## src/rtl/csd_ram.sv

```systemverilog
// Generic single-write, single-read RAM with registered read data.
`timescale 1ns / 1ps
module csd_ram #(
    parameter int WIDTH = 8,
    parameter int DEPTH = 2,
    localparam int AW = (DEPTH > 1) ? $clog2(DEPTH) : 1
) (
    input  logic             clk,
    input  logic             we,
    input  logic [AW-1:0]    waddr,
    input  logic [WIDTH-1:0] wdata,
    input  logic             re,
    input  logic [AW-1:0]    raddr,
    output logic [WIDTH-1:0] rdata
);

    logic [WIDTH-1:0] mem [DEPTH];
    logic [WIDTH-1:0] rdata_reg;

    always_ff @(posedge clk)
    begin
        if (we)
        begin
            mem[waddr] <= wdata;
        end
        if (re)
        begin
            rdata_reg <= mem[raddr];
        end
    end

    assign rdata = rdata_reg;

endmodule

```

## config.mk

```make
export PLATFORM = sky130hd
export DESIGN_NAME = csd_ram
export DESIGN_NICKNAME = d
export VERILOG_FILES = /design/src/rtl/csd_ram.sv
export SDC_FILE = /design/constraint.sdc
export NUM_CORES = 1
export LEC_CHECK = 0
export CAP_MARGIN = 40
export CORE_UTILIZATION = 60
export CTS_BUF_LIST = sky130_fd_sc_hd__clkbuf_2 sky130_fd_sc_hd__clkbuf_4 sky130_fd_sc_hd__clkbuf_8
export DETAILED_ROUTE_END_ITERATION = 6
export DONT_BUFFER_PORTS = 1
export PLACE_DENSITY = 0.76
export SYNTH_ARGS = -nofsm -noshare
export SYNTH_HDL_FRONTEND = slang
export SYNTH_SLANG_ARGS = --single-unit
```

## constraint.sdc

```tcl
create_clock -name clk -period 1.3 [get_ports clk]
set_input_delay 0.13 -clock clk [delete_from_list [all_inputs] [get_ports clk]]
set_output_delay 0.13 -clock clk [all_outputs]
set_load 0.01 [all_outputs]
```

* After elaboration in Yosys (flattened, before gate mapping)
Memory sizes are Yosys's and may differ from the RTL's. A register that Yosys moved wholly into a read port is not among the register bits. Index checks and enable logic that the tools add are counted.
Storage, ports and cells: flip-flop bits (word level) 0, memory bits (writable) 16, input bits 13, output and inout bits 8, memories 1
Memories:
- mem | words 2, width 8, read ports 1, clocked after Yosys merged registers in 1, write ports 1, RTL line 17 | logic [WIDTH-1:0] mem [DEPTH];
Operators by class: mux-type cells 2
Operators by type and width (count):
- two-way mux 1 bit | 2

* Depth between registers and ports, before layout
depth in word-level cells 2, depth in mapped cells 2

* Worst setup path after synthesis
No wires, ideal clock.
path kind input -> register, start input we, end memory mem[0][0] (enable), setup time 0.373 ns, arrival 0.550 ns, required time 0.927 ns, slack 0.377 ns, cell stages on the path 1, buffers on the path 0, cell sequence nor2b_1
On the way: cells in the longest elaborated chain, start to end 2
Ends and longest elaborated chain:
- start, declared | RTL line 9 | input logic we,
- two-way mux 1 bit | RTL line 22 | if (we)
- two-way mux 1 bit (not written as such) | RTL line 24 | mem[waddr] <= wdata;
- end, declared | RTL line 17
No other way between the ends.

* Worst setup path after layout
start memory mem[0][3], end register rdata_reg[3] (netlist: rdata[3]), read port of mem, data pin
RTL lines:
- end, declared | RTL line 18 | logic [WIDTH-1:0] rdata_reg;
No word-level cell between the ends.

==> results.py <==
metrics = {
    "sta": {
        "period_share_pct": 72.1,
        "fin_setup_tns_ps": 0,
        "fmax_mhz": 1070,
        "maxSlewViolCount": 0,
        "rsz0062_at_grt": "false",
        "hold_ws_ps": 44.4,
        "fin_skew_ps": 7.42,
        "maxSlewHeadroom_pct": 76.1,
        "setup_violations": 0,
        "tightestPinTransition_ps": 358,
        "period_needed_ps": 937,
        "final-hold-violation-count": 0,
    },
    "setup_path": {
        "crit_path_max_incr_delay_ps": 410,
        "critPathArrivalTime_ps": 1010,
        "start_kind": "flip-flop",
        "cp-end-kind": "flip-flop",
        "worstSetupPathType": "flip-flop to flip-flop",
        "reg2reg_slack_ps": 360,
        "worstReg2RegStart": "mem[0][3]",
        "required_ps": 1370,
        "slowest_stage": "edfxtp_1",
        "crit_buf_inv": 0,
        "reg2regPathDepth": 1,
        "crit_family": "flip-flops",
        "worst-path-max-fanout": 1,
        "reg2reg_to": "rdata[3]",
        "crit_chain": "mux2_4",
    },
    "finish": {
        "final_cell_mix": "24 x edfxtp_1, 9 x dlygate4sd3_1, 8 x mux2_4",
        "final_common_cell": "edfxtp_1",
        "final_area_mm2": 0.00102,
        "drive_above_1_share_pct": 27.1,
        "area_delta_synth_final_pct": 18.2,
        "largest_reg_flops": 16,
        "final_cells": 63,
        "antenna_cells": 0,
        "fill_cells": 54,
        "fin_nets": 62,
    },
    "pwr": {
        "ir_worst_vdd_mv": 1.46,
        "power_uw": 1540,
        "pwr_density_cell_mw_per_mm2": 1510,
        "p_leak_uw": 0.000370,
    },
    "drt": {
        "vias": 353,
        "finalWirelength_um": 1160,
        "dr.max_layer_used": "met3",
        "firstDrtPassIters": 4,
        "drt_iter0_drc": 2,
        "ant_nets": 0,
        "wl_met2_um": 651,
        "wl_met3_um": 75,
        "vias_per_cell": 5.60,
        "wire_per_inst_um": 18.4,
        "wl_met1_um": 430,
        "drc": 0,
    },
    "floorplan": {
        "top_level_ports": 21,
        "initial_utilization_pct": 65.6,
        "num_rows": 13,
        "coreArea_mm2": 0.00132,
        "die_h_um": 40.0,
        "die_x_um": 40.0,
        "dieArea_mm2": 0.00160,
    },
    "global_routing": {
        "grt_pass1_wl_um": 1690,
        "grt_pass1_vias": 359,
        "grt_overflow_total": 0,
        "grt_antenna_before_repair": 0,
        "grt_max_degree": 15,
        "grt_usage_pct": 17.9,
    },
    "yosys": {
        "synthCells": 35,
        "syn-num-nets": 48,
        "synth_cell_type_count": 5,
        "synth.avg_cell_area_um2": 24.7,
        "yosys_warnings": 0,
        "syn_area_um2": 865,
        "yosysSeqAreaShare_pct": 83.4,
        "ys_ff_latch": 24,
    },
    "placement": {
        "portBuffers": 0,
        "gp_congestion": 0.594,
        "dp.cells": 50,
        "placed_area_um2": 880,
    },
    "status": {
        "status": "complete, no violations",
    },
    "clocking": {
        "tritoncts": "done",
        "numCtsBuffers": 3,
        "cts.sinks": 24,
        "htree_levels": 1,
        "clockRootBuffer": "clkbuf_4",
        "clk_latency_ps": 300,
        "cts.path.max_buffers": 2,
        "clk_pin_slew_ps": 120,
        "postCtsSetupRepairBufs": 0,
    },
    "worst_hold_path": {
        "min_path_cells": 1,
        "hold_path_end": "rdata[6]",
        "hp-class": "input port to flip-flop",
        "hold_start": "raddr",
    },
    "flow_run": {
        "drv_cap": 0,
    },
}
[routing by layer]
layer  global-route usage, %  vias to the layer above
met5                       0                        -
met4                    5.17                        0
met3                    6.11                        0
met2                    33.5                       25
met1                    18.6                      164
li1                        -                      164
[worst max-delay path by stage]
stage               startpoint        end  slack (ps)  cells past startpoint
global placement     mem[0][6]   rdata[6]         440                      1
detailed placement   mem[0][3]   rdata[3]         390                      1
floorplan                   we  mem[0][0]         380                      1
global route         mem[0][3]   rdata[3]         350                      1
CTS                  mem[0][3]   rdata[3]         380                      1
finish               mem[0][3]   rdata[3]         360                      1
[final cells by class]
class,count,area (um2),area share (%)
flip-flops and latches,24,721,70.5
multi-input cells,10,133,13.0
repair buffers,10,97.6,9.55
clock inverters,1,30.0,2.94
clock buffers,3,22.5,2.20
well taps,15,18.8,1.84
[through the flow]
step,utilization (%),setup slack (ps)
2_1_floorplan,-,377
3_3_place_gp,66.8,435
3_5_place_dp,66.8,393
4_1_cts,77.6,380
5_1_grt,77.6,353
6_report,77.6,363
[power breakdown]
group	total [uW]	switching, uW	internal, uW	leakage [uW]
logic	83.6	28.5	55.1	0.000113
clock network	516	204	312	0.0000279
registers	941	26.9	915	0.000228
[cell usage after synthesis (all sizes together)]
cell type | number | area, um2
mux2 | 8 | 120
edfxtp | 24 | 721
nor2b | 1 | 6.26
buf | 1 | 11.3
and2 | 1 | 6.26
[cell families (layout without fill, tap and decap cells)]
group,Yosys count,after routing,synth area share (%)
multiplexers,8,8,13.9
AND/OR/NAND/NOR,2,2,1.45
flip-flops,24,24,83.4
buffers and inverters,1,14,1.30
[repair_timing]
| item | in CTS | in global routing |
|---|---|---|
| endpoints found under the hold margin | 24 | 0 |
| resized for setup | 0 | 0 |
| hold buffers | 9 | 0 |
| setup endpoints to repair | 0 | 0 |
(Power assumes the default switching activity.)
