[src/rtl/csd_pkg.sv]
// Shared types and constants of the cycle-slip detector.
`timescale 1ns / 1ps
package csd_pkg;

    localparam int FRAC_BITS  = 12;
    localparam int DATA_W     = 48;
    localparam int FREQ_W     = 12;
    localparam int LIMIT_W    = 20;
    localparam int CNT_W      = 16;
    localparam int KEY_W      = 8;
    localparam int PRN_W      = 6;
    localparam int COEF_W     = 24;
    localparam int PROD_W     = 48;
    localparam int ACC_W      = 80;
    localparam int Q_W        = 62;
    localparam int REM_W      = 25;
    localparam int STEP_W     = 7;
    localparam int CFG_ADDR_W = 3;
    localparam int IN_DATA_W  = 200;
    localparam int OUT_DATA_W = 168;

    // Configuration register indexes.
    localparam logic [CFG_ADDR_W-1:0] REG_GPS_F1   = 3'd0;
    localparam logic [CFG_ADDR_W-1:0] REG_GPS_F2   = 3'd1;
    localparam logic [CFG_ADDR_W-1:0] REG_BDS_F1   = 3'd2;
    localparam logic [CFG_ADDR_W-1:0] REG_BDS_F2   = 3'd3;
    localparam logic [CFG_ADDR_W-1:0] REG_MW_LIMIT = 3'd4;
    localparam logic [CFG_ADDR_W-1:0] REG_GF_LIMIT = 3'd5;

    localparam logic [FREQ_W-1:0] GPS_F1_RST = 12'd1540;
    localparam logic [FREQ_W-1:0] GPS_F2_RST = 12'd1200;
    localparam logic [FREQ_W-1:0] BDS_F1_RST = 12'd1526;
    localparam logic [FREQ_W-1:0] BDS_F2_RST = 12'd1240;

    localparam longint MW_RAW   = 64'd3 << FRAC_BITS;
    localparam longint GF_RAW   = ((64'd5 << FRAC_BITS) + 64'd50) / 64'd100;
    localparam longint LIM_MAX  = 64'hF_FFFF;
    localparam logic [LIMIT_W-1:0] MW_LIMIT_RST = LIMIT_W'(MW_RAW > LIM_MAX ? LIM_MAX : MW_RAW);
    localparam logic [LIMIT_W-1:0] GF_LIMIT_RST = LIMIT_W'(GF_RAW > LIM_MAX ? LIM_MAX : GF_RAW);

    // Quotient magnitude clamp, 2^60.
    localparam logic [ACC_W:0] Q_CLAMP = (ACC_W + 1)'(1) << 60;

    // Which division the shared unit is working on.
    localparam logic [1:0] SEL_WL   = 2'd0;
    localparam logic [1:0] SEL_NL   = 2'd1;
    localparam logic [1:0] SEL_IF   = 2'd2;
    localparam logic [1:0] SEL_MEAN = 2'd3;

    typedef struct packed {
        logic [KEY_W-1:0]  key;
        logic [DATA_W-1:0] mw;
        logic [DATA_W-1:0] gf;
        logic [CNT_W-1:0]  cnt;
    } entry_t;

    localparam int ENTRY_W = $bits(entry_t);

    typedef struct packed {
        logic       load;
        logic       prep;
        logic       mul;
        logic       acc;
        logic       div_init;
        logic       div_step;
        logic       div_fin;
        logic       calc;
        logic       srch_clr;
        logic       srch_rd;
        logic       srch_chk;
        logic       finish;
        logic [1:0] sel;
        logic [1:0] step;
    } cmd_t;

    typedef struct packed {
        logic missing;
        logic srch_end;
        logic hit;
        logic ok;
        logic out_free;
    } sts_t;

endpackage

[src/rtl/csd_ctrl.sv]
// Sequencer of the cycle-slip detector: steps the shared multiply/divide datapath.
`timescale 1ns / 1ps
module csd_ctrl import csd_pkg::*; (
    input  logic clk,
    input  logic rst_n,
    input  logic s_tvalid,
    output logic s_tready,
    output cmd_t cmd,
    input  sts_t sts
);

    localparam logic [3:0] ST_IDLE    = 4'd0;
    localparam logic [3:0] ST_PREP    = 4'd1;
    localparam logic [3:0] ST_MUL     = 4'd2;
    localparam logic [3:0] ST_ACC     = 4'd3;
    localparam logic [3:0] ST_DIVINIT = 4'd4;
    localparam logic [3:0] ST_DIV     = 4'd5;
    localparam logic [3:0] ST_DIVFIN  = 4'd6;
    localparam logic [3:0] ST_CALC    = 4'd7;
    localparam logic [3:0] ST_SRD     = 4'd8;
    localparam logic [3:0] ST_SCHK    = 4'd9;
    localparam logic [3:0] ST_DONE    = 4'd10;

    localparam logic [STEP_W-1:0] MUL_LAST = STEP_W'(3);
    localparam logic [STEP_W-1:0] DIV_LAST = STEP_W'(ACC_W - 1);

    logic [3:0]        state_reg, state_next;
    logic [1:0]        sel_reg, sel_next;
    logic [STEP_W-1:0] step_reg, step_next;

    always_ff @(posedge clk or negedge rst_n)
    begin
        if (!rst_n)
        begin
            state_reg <= ST_IDLE;
            sel_reg   <= SEL_WL;
            step_reg  <= '0;
        end
        else
        begin
            state_reg <= state_next;
            sel_reg   <= sel_next;
            step_reg  <= step_next;
        end
    end

    assign s_tready = (state_reg == ST_IDLE);

    always_comb
    begin
        state_next = state_reg;
        sel_next   = sel_reg;
        step_next  = step_reg;
        cmd        = '0;
        cmd.sel    = sel_reg;
        cmd.step   = step_reg[1:0];
        case (state_reg)
            ST_IDLE:
            begin
                if (s_tvalid)
                begin
                    cmd.load   = 1'b1;
                    sel_next   = SEL_WL;
                    state_next = ST_PREP;
                end
            end
            ST_PREP:
            begin
                if (sts.missing)
                begin
                    state_next = ST_DONE;
                end
                else
                begin
                    cmd.prep   = 1'b1;
                    step_next  = '0;
                    state_next = ST_MUL;
                end
            end
            ST_MUL:
            begin
                cmd.mul    = 1'b1;
                state_next = ST_ACC;
            end
            ST_ACC:
            begin
                cmd.acc = 1'b1;
                if (step_reg == MUL_LAST)
                begin
                    state_next = ST_DIVINIT;
                end
                else
                begin
                    step_next  = step_reg + STEP_W'(1);
                    state_next = ST_MUL;
                end
            end
            ST_DIVINIT:
            begin
                cmd.div_init = 1'b1;
                step_next    = '0;
                state_next   = ST_DIV;
            end
            ST_DIV:
            begin
                cmd.div_step = 1'b1;
                step_next    = step_reg + STEP_W'(1);
                if (step_reg == DIV_LAST)
                begin
                    state_next = ST_DIVFIN;
                end
            end
            ST_DIVFIN:
            begin
                cmd.div_fin = 1'b1;
                case (sel_reg)
                    SEL_WL:
                    begin
                        sel_next   = SEL_NL;
                        state_next = ST_PREP;
                    end
                    SEL_NL:
                    begin
                        sel_next   = SEL_IF;
                        state_next = ST_PREP;
                    end
                    SEL_IF:
                    begin
                        state_next = ST_CALC;
                    end
                    default:
                    begin
                        state_next = ST_DONE;
                    end
                endcase
            end
            ST_CALC:
            begin
                cmd.calc     = 1'b1;
                cmd.srch_clr = 1'b1;
                state_next   = ST_SRD;
            end
            ST_SRD:
            begin
                if (sts.srch_end)
                begin
                    state_next = ST_DONE;
                end
                else
                begin
                    cmd.srch_rd = 1'b1;
                    state_next  = ST_SCHK;
                end
            end
            ST_SCHK:
            begin
                cmd.srch_chk = 1'b1;
                if (sts.hit && sts.ok)
                begin
                    sel_next   = SEL_MEAN;
                    state_next = ST_DIVINIT;
                end
                else if (sts.hit)
                begin
                    state_next = ST_DONE;
                end
                else
                begin
                    state_next = ST_SRD;
                end
            end
            ST_DONE:
            begin
                if (sts.out_free)
                begin
                    cmd.finish = 1'b1;
                    state_next = ST_IDLE;
                end
            end
            default:
            begin
                state_next = ST_IDLE;
            end
        endcase
    end

endmodule

[config.mk]
export PLATFORM = sky130hd
export DESIGN_NAME = csd_ctrl
export DESIGN_NICKNAME = d
export VERILOG_FILES = /design/src/rtl/csd_pkg.sv /design/src/rtl/csd_ctrl.sv
export SDC_FILE = /design/constraint.sdc
export NUM_CORES = 1
export LEC_CHECK = 0
export BUFFER_PORTS_ARGS = -buffer_cell sky130_fd_sc_hd__buf_2
export CAP_MARGIN = 20
export CORE_ASPECT_RATIO = 0.6
export CORE_MARGIN = 8
export CORE_UTILIZATION = 24
export CTS_CLUSTER_SIZE = 8
export DETAILED_ROUTE_END_ITERATION = 7
export GPL_ROUTABILITY_DRIVEN = 0
export PLACE_DENSITY = 0.41
export SYNTH_ARGS = -nofsm -noshare
export SYNTH_HDL_FRONTEND = slang
export SYNTH_SLANG_ARGS = --single-unit
[constraint.sdc]
create_clock -name clk -period 1.7 [get_ports clk]
set_input_delay 0.085 -clock clk [delete_from_list [all_inputs] [get_ports clk]]
set_output_delay 0.085 -clock clk [all_outputs]
set_load 0.02 [all_outputs]
# Yosys cells after proc, flatten, opt, wreduce, memory -nomap -nowiden
# Index checks and enable logic that the tools add are counted.
[word_totals]
reg_bits = 13
in_bits = 8
wordCells = 66
[classes]
addsub = 1
n_eq_ne = 21
muxes = 32
n_reduce_logical = 9
[ops]
columns = ["op", "n"]
rows = [
  ["4-bit one-hot mux with 11 select lines", 1],
  ["7-bit one-hot mux with 4 select lines", 1],
  ["4-bit two-way mux", 5],
  ["4-bit by 3-bit == test with 1-bit output (second input constant)", 4],
  ["1-bit two-way mux", 14],
  ["7-bit two-way mux", 2],
  ["4-bit == test (second input constant)", 3],
  ["2-bit != test (second input constant)", 6],
  ["2-bit two-way mux", 5],
  ["4-bit by 2-bit == test with 1-bit output (second input constant)", 2],
  ["4-bit one-hot mux with 2 select lines", 1],
  ["7-bit by 1-bit adder with 7-bit output (second input constant)", 1],
  ["7-bit by 2-bit == test with 1-bit output (second input constant)", 1],
  ["7-bit == test (second input constant)", 1],
  ["2-bit one-hot mux with 3 select lines", 1],
  ["3-bit AND reduction", 2],
  ["4-bit by 1-bit == test with 1-bit output (second input constant)", 1],
  ["4-bit zero test", 1],
  ["2-bit one-hot mux with 2 select lines", 1],
  ["4-bit AND reduction", 1],
  ["4-bit nonzero test", 1],
  ["3-bit two-way mux", 1],
  ["3-bit by 1-bit != test with 1-bit output (second input constant)", 1],
  ["3-bit nonzero test", 1],
  ["5 further kinds", 5],
]

# Depth between registers and ports, before layout
# Gate-level depths: netlist (run 1).
[depth]
word_depth = 4
ltp_mapped = 6
mapped_depth_nobuf = 6

# Worst setup path after synthesis (run 1)
# OpenSTA, ideal clock, no wires.
[synth_timing]
path_kind = "reg2reg"
start = "reg state_reg[1]"
end = "reg sel_reg[0]"
setup_ps = 122
arrival_time_ps = 1936
path_slack_ps = -358
stages_incl_launch_ff = 6
path_buffers = 1
period_less_slack_ps = 2058
path_cell_list = "dfrtp_1 buf_2 nor4_1 and2_1 a21o_1 a21oi_1"
[synth_via]
elab_chain_cells = 3
[synth_rtl]
columns = ["element", "line_no", "rtl"]
rows = [
  ["start: declaration", "csd_ctrl.sv:27", "logic [3:0] state_reg, state_next;"],
  ["start signal: assignment", "csd_ctrl.sv:41", "state_reg <= state_next;"],
  ["4-bit zero test *", "-", ""],
  ["named net s_tready", "csd_ctrl.sv:7", "output logic s_tready,"],
  ["2-bit != test (no line) / 3-bit nonzero test (equally long branches)", "-", ""],
  ["4-bit AND reduction (no line)", "-", ""],
  ["end signal: assignment", "csd_ctrl.sv:42", "sel_reg <= sel_next;"],
  ["end: declaration", "csd_ctrl.sv:28", "logic [1:0] sel_reg, sel_next;"],
]
# Mark *: on every way through the listed nets, which the timed path passes. The rest lies on a longest branch.
# A chain may end at the register's enable or synchronous reset.

# Worst setup path after layout (run 1)
[layout_timing]
start = "reg state_reg[2]"
end = "reg step_reg[5]"
[layout_via]
elab_chain_cells = 3
[layout_rtl]
columns = ["element", "line_no", "rtl"]
rows = [
  ["4-bit by 3-bit == test with 1-bit output, or another cell as far along", "csd_ctrl.sv:57", "case (state_reg)"],
  ["4-bit nonzero test (no line) / 2-bit != test (equally long branches)", "-", ""],
  ["3-bit AND reduction (no line)", "-", ""],
  ["end signal: assignment", "csd_ctrl.sv:43", "step_reg <= step_next;"],
  ["end: declaration", "csd_ctrl.sv:29", "logic [STEP_W-1:0] step_reg, step_next;"],
]
# Parallel ways exist; a longest one is shown, timed or not.

==> results of run 1 <==
power by group through the flow:
stage | sequential (mW) | combinational [mW] | clock (mW)
3_5_place_dp | 0.484 | 1.22 | 0
5_1_grt | 0.508 | 1.53 | 0.313
2_1_floorplan | 0.497 | 0.723 | 0
3_3_place_gp | 0.487 | 1.23 | 0
4_1_cts | 0.480 | 1.23 | 0.296
6_report | 0.495 | 1.40 | 0.292
cells in the mapped netlist, types with 2 or more instances:
cell type	instances
xor2_1	4
o21ai_0	4
nand2b_1	2
dfrtp_1	13
or3_1	2
nand3_1	7
nand2_1	7
o21ai_1	3
and3_1	2
inv_1	6
o221ai_1	2
a21o_1	2
buf_4	5
nor4_1	3
a21oi_1	10
nor3_1	7
nor2_1	12
cell families after synthesis:
family,count (synthesis)
adder cells (fa/ha/maj),1
flip-flops,13
XOR/XNOR,4
buffers and inverters,13
AO/OA/AOI/OAI,33
AND/OR/NAND/NOR,47
multiplexers,1
metal layers:
layer | wire (um) | up-vias | track usage, %
li1 | - | 498 | -
met3 | 202 | 2 | 3.147
met5 | 0 | - | 0
met2 | 1187 | 24 | 12.35
met4 | 4 | 0 | 1.126
met1 | 1793 | 483 | 16.77
what timing repair did:
item,4_1_cts,5_1_grt
buffers inserted,0,6
resized for setup,1,17
pin swaps,0,6
hold endpoints to repair,13,0
setup endpoints to repair,3,15
hold buffers,1,0
stage by stage:
stage | cell area [sq um] | hold slack (ps)
floorplan | 943.4 | -210.6
global placement | 1216 | -0.08418
detailed placement | 1216 | 7.818
CTS | 1280 | 56.43
global route | 1390 | 64.37
finish | 1390 | 55.69
area by class of cell:
class | count | area [sq um] | share of cell area [%]
multi-input combinational | 86 | 608.1 | 43.74
clock buffer | 4 | 45.04 | 3.240
inverter | 6 | 22.52 | 1.620
tap | 47 | 58.81 | 4.230
timing repair buffer | 48 | 329.1 | 23.67
sequential | 13 | 326.6 | 23.49
critical path, delay by kind of cell, from the launching register on:
kind / cells / cell delay [ps]
AO/OA/AOI/OAI: 2 / 370
flip-flops: 1 / 440
AND/OR/NAND/NOR: 3 / 790
final timing paths:
| check | endpoint | slack, ps | cells after the start | startpoint |
|---|---|---|---|---|
| worst max-delay path | step_reg[5] | 30 | 5 | state_reg[2] |
| worst min-delay path | state_reg[1] | 60 | 2 | sts[0] |
| worst max register to register | step_reg[5] | 30 | 5 | state_reg[2] |
| worst min register to register | step_reg[5] | 580 | 2 | step_reg[5] |
| max in group asynchronous | state_reg[0] | 1190 | 2 | rst_n |
| min in group asynchronous | step_reg[2] | 260 | 2 | rst_n |
==> flow_summary.json, run 1 <==
{
  "port_buffers": 24,
  "syn_area_sq_um": 928.4,
  "hold_viol": 0,
  "synth-compound-area-share_pct": 24.93,
  "synth-edff-count": 0,
  "synth_top_family_by_area": "simple AND/OR/NAND/NOR gates",
  "fmax_mhz": 600.0,
  "switching_share_pct": 45.37,
  "cp_cell_sequence": "and4bb_2 > a21boi_4 > nor2_4 > or3_1 > a21oi_1",
  "powerDensity_mw_per_mm2": 1575,
  "totalPowerFinal_mw": 2.189,
  "crit_fanout": 5,
  "final_common_cell": "buf_2",
  "die-width_um": 96.30,
  "final_util_pct": 37.78,
  "clock_latency_ps": 250,
  "syn_inst": 112,
  "period_share_pct": 98.05,
  "dr.pass1.iters": 4,
  "grt_pass1_wl_um": 4995,
  "max-cap-violations": 0,
  "p_leak_nw": 0.6524,
  "worstPathArrival_ps": 1840,
  "setup_ws_ps": 33.22,
  "fin_crit_ps": 1667,
  "dp_cells": 193,
  "syn-mean-instance-area_sq_um": 8.289,
  "overflow": 0,
  "synthFlopType": "dfrtp_1",
  "grt_max_degree": 14,
  "cts_buffer_depth": 2,
  "finClkSkew_ps": 1.159,
  "cts.sinks": 13,
  "yosys.area_share.simple_pct": 26.28,
  "largest_reg_flops": 7,
  "clk_pin_slew_worst_paths_ps": 60,
  "p_comb_share_pct": 64.0,
  "synthesis.nets": 121,
  "wl_per_cell_um": 15.63,
  "slowest_stage": "dfrtp_1",
  "crit_type": "reg2reg",
  "dpl_worst_slack_ps": -38.08,
  "wl_um": 3188,
  "nFillCells": 400,
  "seqPwrFrac_pct": 22.6,
  "antenna_found_initial": 0,
  "vias_per_cell": 4.936,
  "start_util_pct": 25.23,
  "drcViolationCount": 0,
  "worst_pin_slew_ps": 336.8,
  "yosys-top-cells-area": "dfrtp_1, a21oi_1, nor2_1",
  "yosysSeqAreaShare_pct": 35.04,
  "internal_power_mw": 1.196,
  "final_cell_mix": "buf_2, buf_4, dfrtp_1",
  "synth-seq-cells": 13,
  "p_clk_share_pct": 13.4,
  "antennaDiodeCount": 0,
  "final_cells": 204,
  "drive_gt1_share_pct": 43.31,
  "dr.first_iter.drc_count": 93,
  "setup_viol": 0,
  "areaGrowthSynthToFinish_pct": 49.73,
  "finalSetupTns_ps": 0,
  "grt.total_usage_pct": 10.24,
  "ant_nets": 0,
  "status": "finished clean",
  "ys_async_sr_fraction_pct": 100.0,
  "hold_class": "in2reg",
  "drv_slew": 0,
  "fp-row-count": 17,
  "cts_root_buffer": "clkbuf_8",
  "ys_warn_count": 0,
  "nets": 167,
  "cp_slowest_stage_delay_ps": 440,
  "start_kind": "register",
  "switchingPower_uw": 993.1,
  "synth_top_cell_area_share_pct": 35.04,
  "max_slew_margin_pct": 77.47,
  "coreArea_sq_mm": 0.003680,
  "yosys.area.top_type": "dfrtp_1",
  "grt_pass1_vias": 948,
  "synthXorXnorAreaFrac_pct": 3.774,
  "numCtsBuffers": 3,
  "ir_drop_mv": 0.7249,
  "die_h_um": 64.18,
  "fp.dieArea_sq_mm": 0.006180,
  "synthMuxAreaShare_pct": 1.213,
  "synth_cell_type_count": 38,
  "cts_max_level": 1,
  "io_pins": 25,
  "synth_fa_ha_area_share_pct": 1.348,
  "post-dp-hpwl_um": 2452,
  "vias": 1007,
  "crit_path_end_kind": "register",
  "cts_tree": "built",
  "worst_ep_required_time_ps": 1870
}
Note: power is estimated with default switching activity, not from simulation.
==> run 2, diff against run 1 <==
--- a/config.mk
+++ b/config.mk
@@ -7,13 +7,15 @@
 export LEC_CHECK = 0
 export BUFFER_PORTS_ARGS = -buffer_cell sky130_fd_sc_hd__buf_2
 export CAP_MARGIN = 20
+export CELL_PAD_IN_SITES_DETAIL_PLACEMENT = 0
+export CELL_PAD_IN_SITES_GLOBAL_PLACEMENT = 1
 export CORE_ASPECT_RATIO = 0.6
 export CORE_MARGIN = 8
 export CORE_UTILIZATION = 24
 export CTS_CLUSTER_SIZE = 8
 export DETAILED_ROUTE_END_ITERATION = 7
 export GPL_ROUTABILITY_DRIVEN = 0
-export PLACE_DENSITY = 0.41
+export PLACE_DENSITY = 0.53
 export SYNTH_ARGS = -nofsm -noshare
 export SYNTH_HDL_FRONTEND = slang
 export SYNTH_SLANG_ARGS = --single-unit
==> flow_summary.json, run 2 (synthesis results as in run 1) <==
{
  "powerDensity_mw_per_mm2": 1562,
  "cts_root_buffer": "clkbuf_8",
  "coreArea_sq_mm": 0.003680,
  "grt_busiest_layer": "met1",
  "dr.first_iter.drc_count": 69,
  "grt.total_usage_pct": 10.19,
  "cp_num_buf_inv": 4,
  "fin_crit_ps": 1621,
  "gr-usage-met3_pct": 3.263,
  "hold-worst-slack_ps": 67.01,
  "numCtsBuffers": 3,
  "cts_buffer_depth": 2,
  "final_util_pct": 35.60,
  "finalSetupTns_ps": 0,
  "crit_path_start": "state_reg[3]",
  "wl_um": 3072,
  "areaGrowthSynthToFinish_pct": 41.11,
  "clock_latency_ps": 250,
  "drcViolationCount": 0,
  "largest_reg_flops": 7,
  "r2r-start": "step_reg[1]",
  "die-width_um": 96.30,
  "drv_slew": 0,
  "grt_pass1_wl_um": 4981,
  "cp_slowest_stage_delay_ps": 380,
  "p_leak_nw": 0.6089,
  "overflow": 0,
  "cts.sinks": 13,
  "cp_cell_sequence": "buf_4 > inv_1 > nand2_1 > buf_4 > nor3_2 > buf_2",
  "setup_viol": 0,
  "antenna_found_initial": 0,
  "internal_power_mw": 1.088,
  "dpl_worst_slack_ps": -62.71,
  "port_buffers": 24,
  "use_met1_pct": 15.48,
  "worstPathArrival_ps": 1540,
  "final_cell_mix": "buf_2, buf_4, dfrtp_1",
  "p_comb_share_pct": 61.2,
  "hold_class": "in2reg",
  "io_pins": 25,
  "drive_gt1_share_pct": 39.33,
  "start_kind": "register",
  "dp_cells": 190,
  "max-cap-violations": 0,
  "switching_share_pct": 46.83,
  "p_clk_share_pct": 13.6,
  "fp.dieArea_sq_mm": 0.006180,
  "clk_pin_slew_worst_paths_ps": 60,
  "worst_pin_slew_ps": 322.3,
  "seqPwrFrac_pct": 25.1,
  "cp_common_cell": "buf_4",
  "grtUsageMet2_pct": 13.71,
  "grt_pass1_vias": 961,
  "max_slew_margin_pct": 78.47,
  "period_share_pct": 95.38,
  "fp-row-count": 17,
  "final_cells": 197,
  "cp_top_family": "buffers and inverters",
  "cts_max_level": 1,
  "post-dp-hpwl_um": 2461,
  "setup_ws_ps": 78.58,
  "ir_drop_mv": 0.5902,
  "grt_max_degree": 14,
  "nFillCells": 398,
  "vias": 969,
  "fmax_mhz": 616.7,
  "worst_ep_required_time_ps": 1620,
  "crit_path_end_kind": "output pin",
  "die_h_um": 64.18,
  "start_util_pct": 25.23,
  "antennaDiodeCount": 0,
  "worstHoldStart": "sts[0]",
  "hold_viol": 0,
  "vias_per_cell": 4.919,
  "slowest_stage": "dfrtp_1",
  "finClkSkew_ps": 5.342,
  "dr.pass1.iters": 4,
  "crit_type": "reg2out",
  "final_common_cell": "buf_2",
  "switchingPower_uw": 958.1,
  "ant_nets": 0,
  "crit_fanout": 13,
  "rsz0062_at_grt": "true",
  "status": "finished clean",
  "cts_tree": "built",
  "wl_per_cell_um": 15.59,
  "nets": 160
}
## run 2: through the flow
step                      power, mW  area [sq um]
after floorplan               1.220         943.4
after global placement        1.693          1194
after detailed placement      1.674          1194
after CTS                     1.978          1264
after global routing          2.191          1310
final                         2.046          1310
## run 2: power by group through the flow
| stage | Combinational, mW | Sequential [mW] | Clock [mW] |
|---|---|---|---|
| after detailed placement | 1.16 | 0.511 | 0 |
| after global routing | 1.36 | 0.532 | 0.299 |
| final | 1.25 | 0.514 | 0.279 |
| after global placement | 1.18 | 0.512 | 0 |
| after CTS | 1.18 | 0.511 | 0.287 |
| after floorplan | 0.723 | 0.497 | 0 |
## run 2: final cells by class
cell class | count | area [sq um] | share of cell area (%)
Clock buffer | 4 | 45.04 | 3.438
Tap cell | 47 | 58.81 | 4.489
Inverter | 6 | 26.28 | 2.006
Sequential cell | 13 | 326.6 | 24.93
Multi-Input combinational cell | 86 | 590.6 | 45.08
Timing Repair Buffer | 41 | 262.8 | 20.06
## run 2: what timing repair did
| action | in CTS | in global routing |
|---|---|---|
| hold buffers | 1 | 0 |
| buffers inserted | 0 | 2 |
| hold endpoints to repair | 13 | 0 |
| endpoints found under the setup margin | 9 | 14 |
| pin swaps | 0 | 2 |
| gates resized for setup | 4 | 7 |
## run 2: worst reg2reg max path, delay by kind of cell, from the launching register on
family | cells | cell delay [ps]
flops | 1 | 360
simple gates | 2 | 340
compound gates | 2 | 270
fa+ha+maj | 1 | 210
buf+inv | 1 | 160
xor+xnor | 1 | 160
## run 2: worst paths after layout
check,cells after the start,end,slack (ps)
max reg2reg,7,step_reg[3],90
min in group asynchronous,2,step_reg[3],260
min,2,state_reg[1],70
max in group asynchronous,2,state_reg[0],1180
min reg2reg,2,step_reg[5],580
max,6,cmd[8],80
## run 2: layer usage
layer | up-vias | share of wire [%]
met2 | 22 | 39
met3 | 2 | 5.5
met1 | 465 | 55
met4 | 0 | 0.13
met5 | - | 0
li1 | 480 | -
==> run 3, diff against run 2 <==
--- a/config.mk
+++ b/config.mk
@@ -15,7 +15,8 @@
 export CTS_CLUSTER_SIZE = 8
 export DETAILED_ROUTE_END_ITERATION = 7
 export GPL_ROUTABILITY_DRIVEN = 0
-export PLACE_DENSITY = 0.53
+export HOLD_SLACK_MARGIN = 0.12
+export PLACE_DENSITY = 0.51
 export SYNTH_ARGS = -nofsm -noshare
 export SYNTH_HDL_FRONTEND = slang
 export SYNTH_SLANG_ARGS = --single-unit
==> constraint.sdc (replaced) <==
create_clock -name clk -period 1.9 [get_ports clk]
set_input_delay 0.38 -clock clk [delete_from_list [all_inputs] [get_ports clk]]
set_output_delay 0.38 -clock clk [all_outputs]
set_load 0.02 [all_outputs]
==> flow_summary.json, run 3 (synthesis results as in run 1) <==
{
  "p_leak_nw": 0.5841,
  "io_pins": 25,
  "ant_nets": 0,
  "crit_path_end_kind": "output pin",
  "grt_busiest_layer": "met1",
  "slowest_stage": "dfrtp_2",
  "clock_latency_ps": 250,
  "crit_path_start": "state_reg[0]",
  "coreArea_sq_mm": 0.003680,
  "hold_class": "in2reg",
  "cp_slowest_stage_delay_ps": 490,
  "crit_cells": 4,
  "final_cell_mix": "buf_2, nor2_1, buf_4",
  "crit_end": "cmd[4]",
  "hold_viol": 0,
  "post-dp-hpwl_um": 2349,
  "r2r-start": "step_reg[0]",
  "powerDensity_mw_per_mm2": 1412,
  "start_kind": "register",
  "cp_top_family": "flip-flops",
  "seqPwrFrac_pct": 28.5,
  "numCtsBuffers": 3,
  "p_comb_share_pct": 57.2,
  "dr.first_iter.drc_count": 72,
  "antenna_found_initial": 0,
  "antennaDiodeCount": 0,
  "switching_share_pct": 48.31,
  "cts_buffer_depth": 2,
  "final_common_cell": "buf_2",
  "grt_pass1_wl_um": 4823,
  "design_area_sq_mm": 0.001259,
  "vias": 944,
  "use_met1_pct": 14.88,
  "grtUsageMet2_pct": 12.44,
  "max_slew_margin_pct": 76.57,
  "die_h_um": 64.18,
  "final_util_pct": 34.21,
  "worst_pin_slew_ps": 351.5,
  "crit_type": "reg2out",
  "rsz0062_at_grt": "true",
  "status": "finished clean",
  "grt_pass1_vias": 936,
  "wl_um": 3035,
  "worst-r2r-cell-count": 6,
  "cts_max_level": 1,
  "nFillCells": 391,
  "wl_per_cell_um": 15.81,
  "areaGrowthSynthToFinish_pct": 35.58,
  "fp-row-count": 17,
  "place_area_sq_mm": 0.001127,
  "ir_drop_mv": 0.3997,
  "drcViolationCount": 0,
  "fin_crit_ps": 1819,
  "fmax_mhz": 549.9,
  "clk_pin_slew_worst_paths_ps": 60,
  "cp_cell_sequence": "inv_2 > nand2_1 > nor3_1 > buf_2",
  "internal_power_uw": 918.3,
  "port_buffers": 24,
  "crit_fanout": 9,
  "p_clk_share_pct": 14.3,
  "drv_slew": 0,
  "setup_viol": 0,
  "cp_num_buf_inv": 2,
  "reg2reg_slack_ps": 140,
  "dr.pass1.iters": 4,
  "rr_endpoint": "step_reg[6]",
  "worst_ep_required_time_ps": 1520,
  "finClkSkew_ps": 3.538,
  "start_util_pct": 25.23,
  "cts_tree": "built",
  "gr-usage-met3_pct": 4.079,
  "grt_max_degree": 14,
  "period_share_pct": 95.72,
  "grt.total_usage_pct": 9.765,
  "hold-worst-slack_ps": 345.6,
  "cts.sinks": 13,
  "switchingPower_uw": 858.4,
  "nets": 155,
  "die-width_um": 96.30,
  "fp.dieArea_sq_mm": 0.006180,
  "max-cap-violations": 0,
  "vias_per_cell": 4.917,
  "drive_gt1_share_pct": 40.00,
  "overflow": 0,
  "cts_root_buffer": "clkbuf_8",
  "largest_reg_flops": 7,
  "worstPathArrival_ps": 1440
}
[run 3: final cells by class]
type / instances / area, sq um / share of cell area, %
clock buffer: 3 / 41.29 / 3.280
multi-input combinational: 86 / 588.1 / 46.72
clock inverter: 1 / 5.005 / 0.3976
inverter: 6 / 22.52 / 1.789
sequential: 13 / 330.3 / 26.24
tap: 47 / 58.81 / 4.672
timing repair buffer: 36 / 212.7 / 16.90
[run 3: stage by stage]
| stage | setup slack, ps | instances | setup TNS [ps] | power [mW] |
|---|---|---|---|---|
| after floorplan | 10.39 | 112 | 0 | 1.069 |
| after global placement | 159.0 | 184 | 0 | 1.413 |
| after detailed placement | 120.8 | 184 | 0 | 1.394 |
| after CTS | 13.11 | 189 | 0 | 1.690 |
| after global routing | -8.497 | 192 | -16.20 | 1.914 |
| final | 81.33 | 192 | 0 | 1.777 |
[run 3: how the worst min path moves through the flow]
stage / start / endpoint / slack, ps / cells past startpoint
after floorplan: rst_n / sel_reg[0] / 80 / 0
after global placement: rst_n / step_reg[3] / 300 / 1
after detailed placement: rst_n / step_reg[2] / 310 / 1
after CTS: sts[0] / state_reg[1] / 350 / 2
after global routing: sts[0] / state_reg[1] / 370 / 2
final: sts[0] / state_reg[1] / 350 / 2
[run 3: power groups by stage]
stage	Sequential [mW]	Clock [mW]	Combinational, mW
finish	0.506	0.255	1.02
global route	0.521	0.277	1.12
CTS	0.497	0.265	0.927
detailed placement	0.484	0	0.910
global placement	0.485	0	0.927
floorplan	0.442	0	0.628
[run 3: metal layers]
metal | part of all wire [%] | vias to the layer above
met4 | 0.43 | 0
met5 | 0 | -
li1 | - | 472
met1 | 55 | 446
met2 | 39 | 22
met3 | 5.9 | 4
[run 3: worst reg2reg max path, delay by kind of cell (launching register included)]
| family | cells | cell delay, ps |
|---|---|---|
| adders and majority gates | 1 | 260 |
| AOI/OAI and AO/OA | 2 | 370 |
| DFF | 1 | 420 |
| and+or+nand+nor | 3 | 630 |
[run 3: what timing repair did]
action | CTS | global route
pin swaps | 0 | 1
hold buffers | 1 | 0
endpoints found under the setup margin | 5 | 13
endpoints found under the hold margin | 13 | 0
resized for setup | 5 | 9
setup buffers | 0 | 3
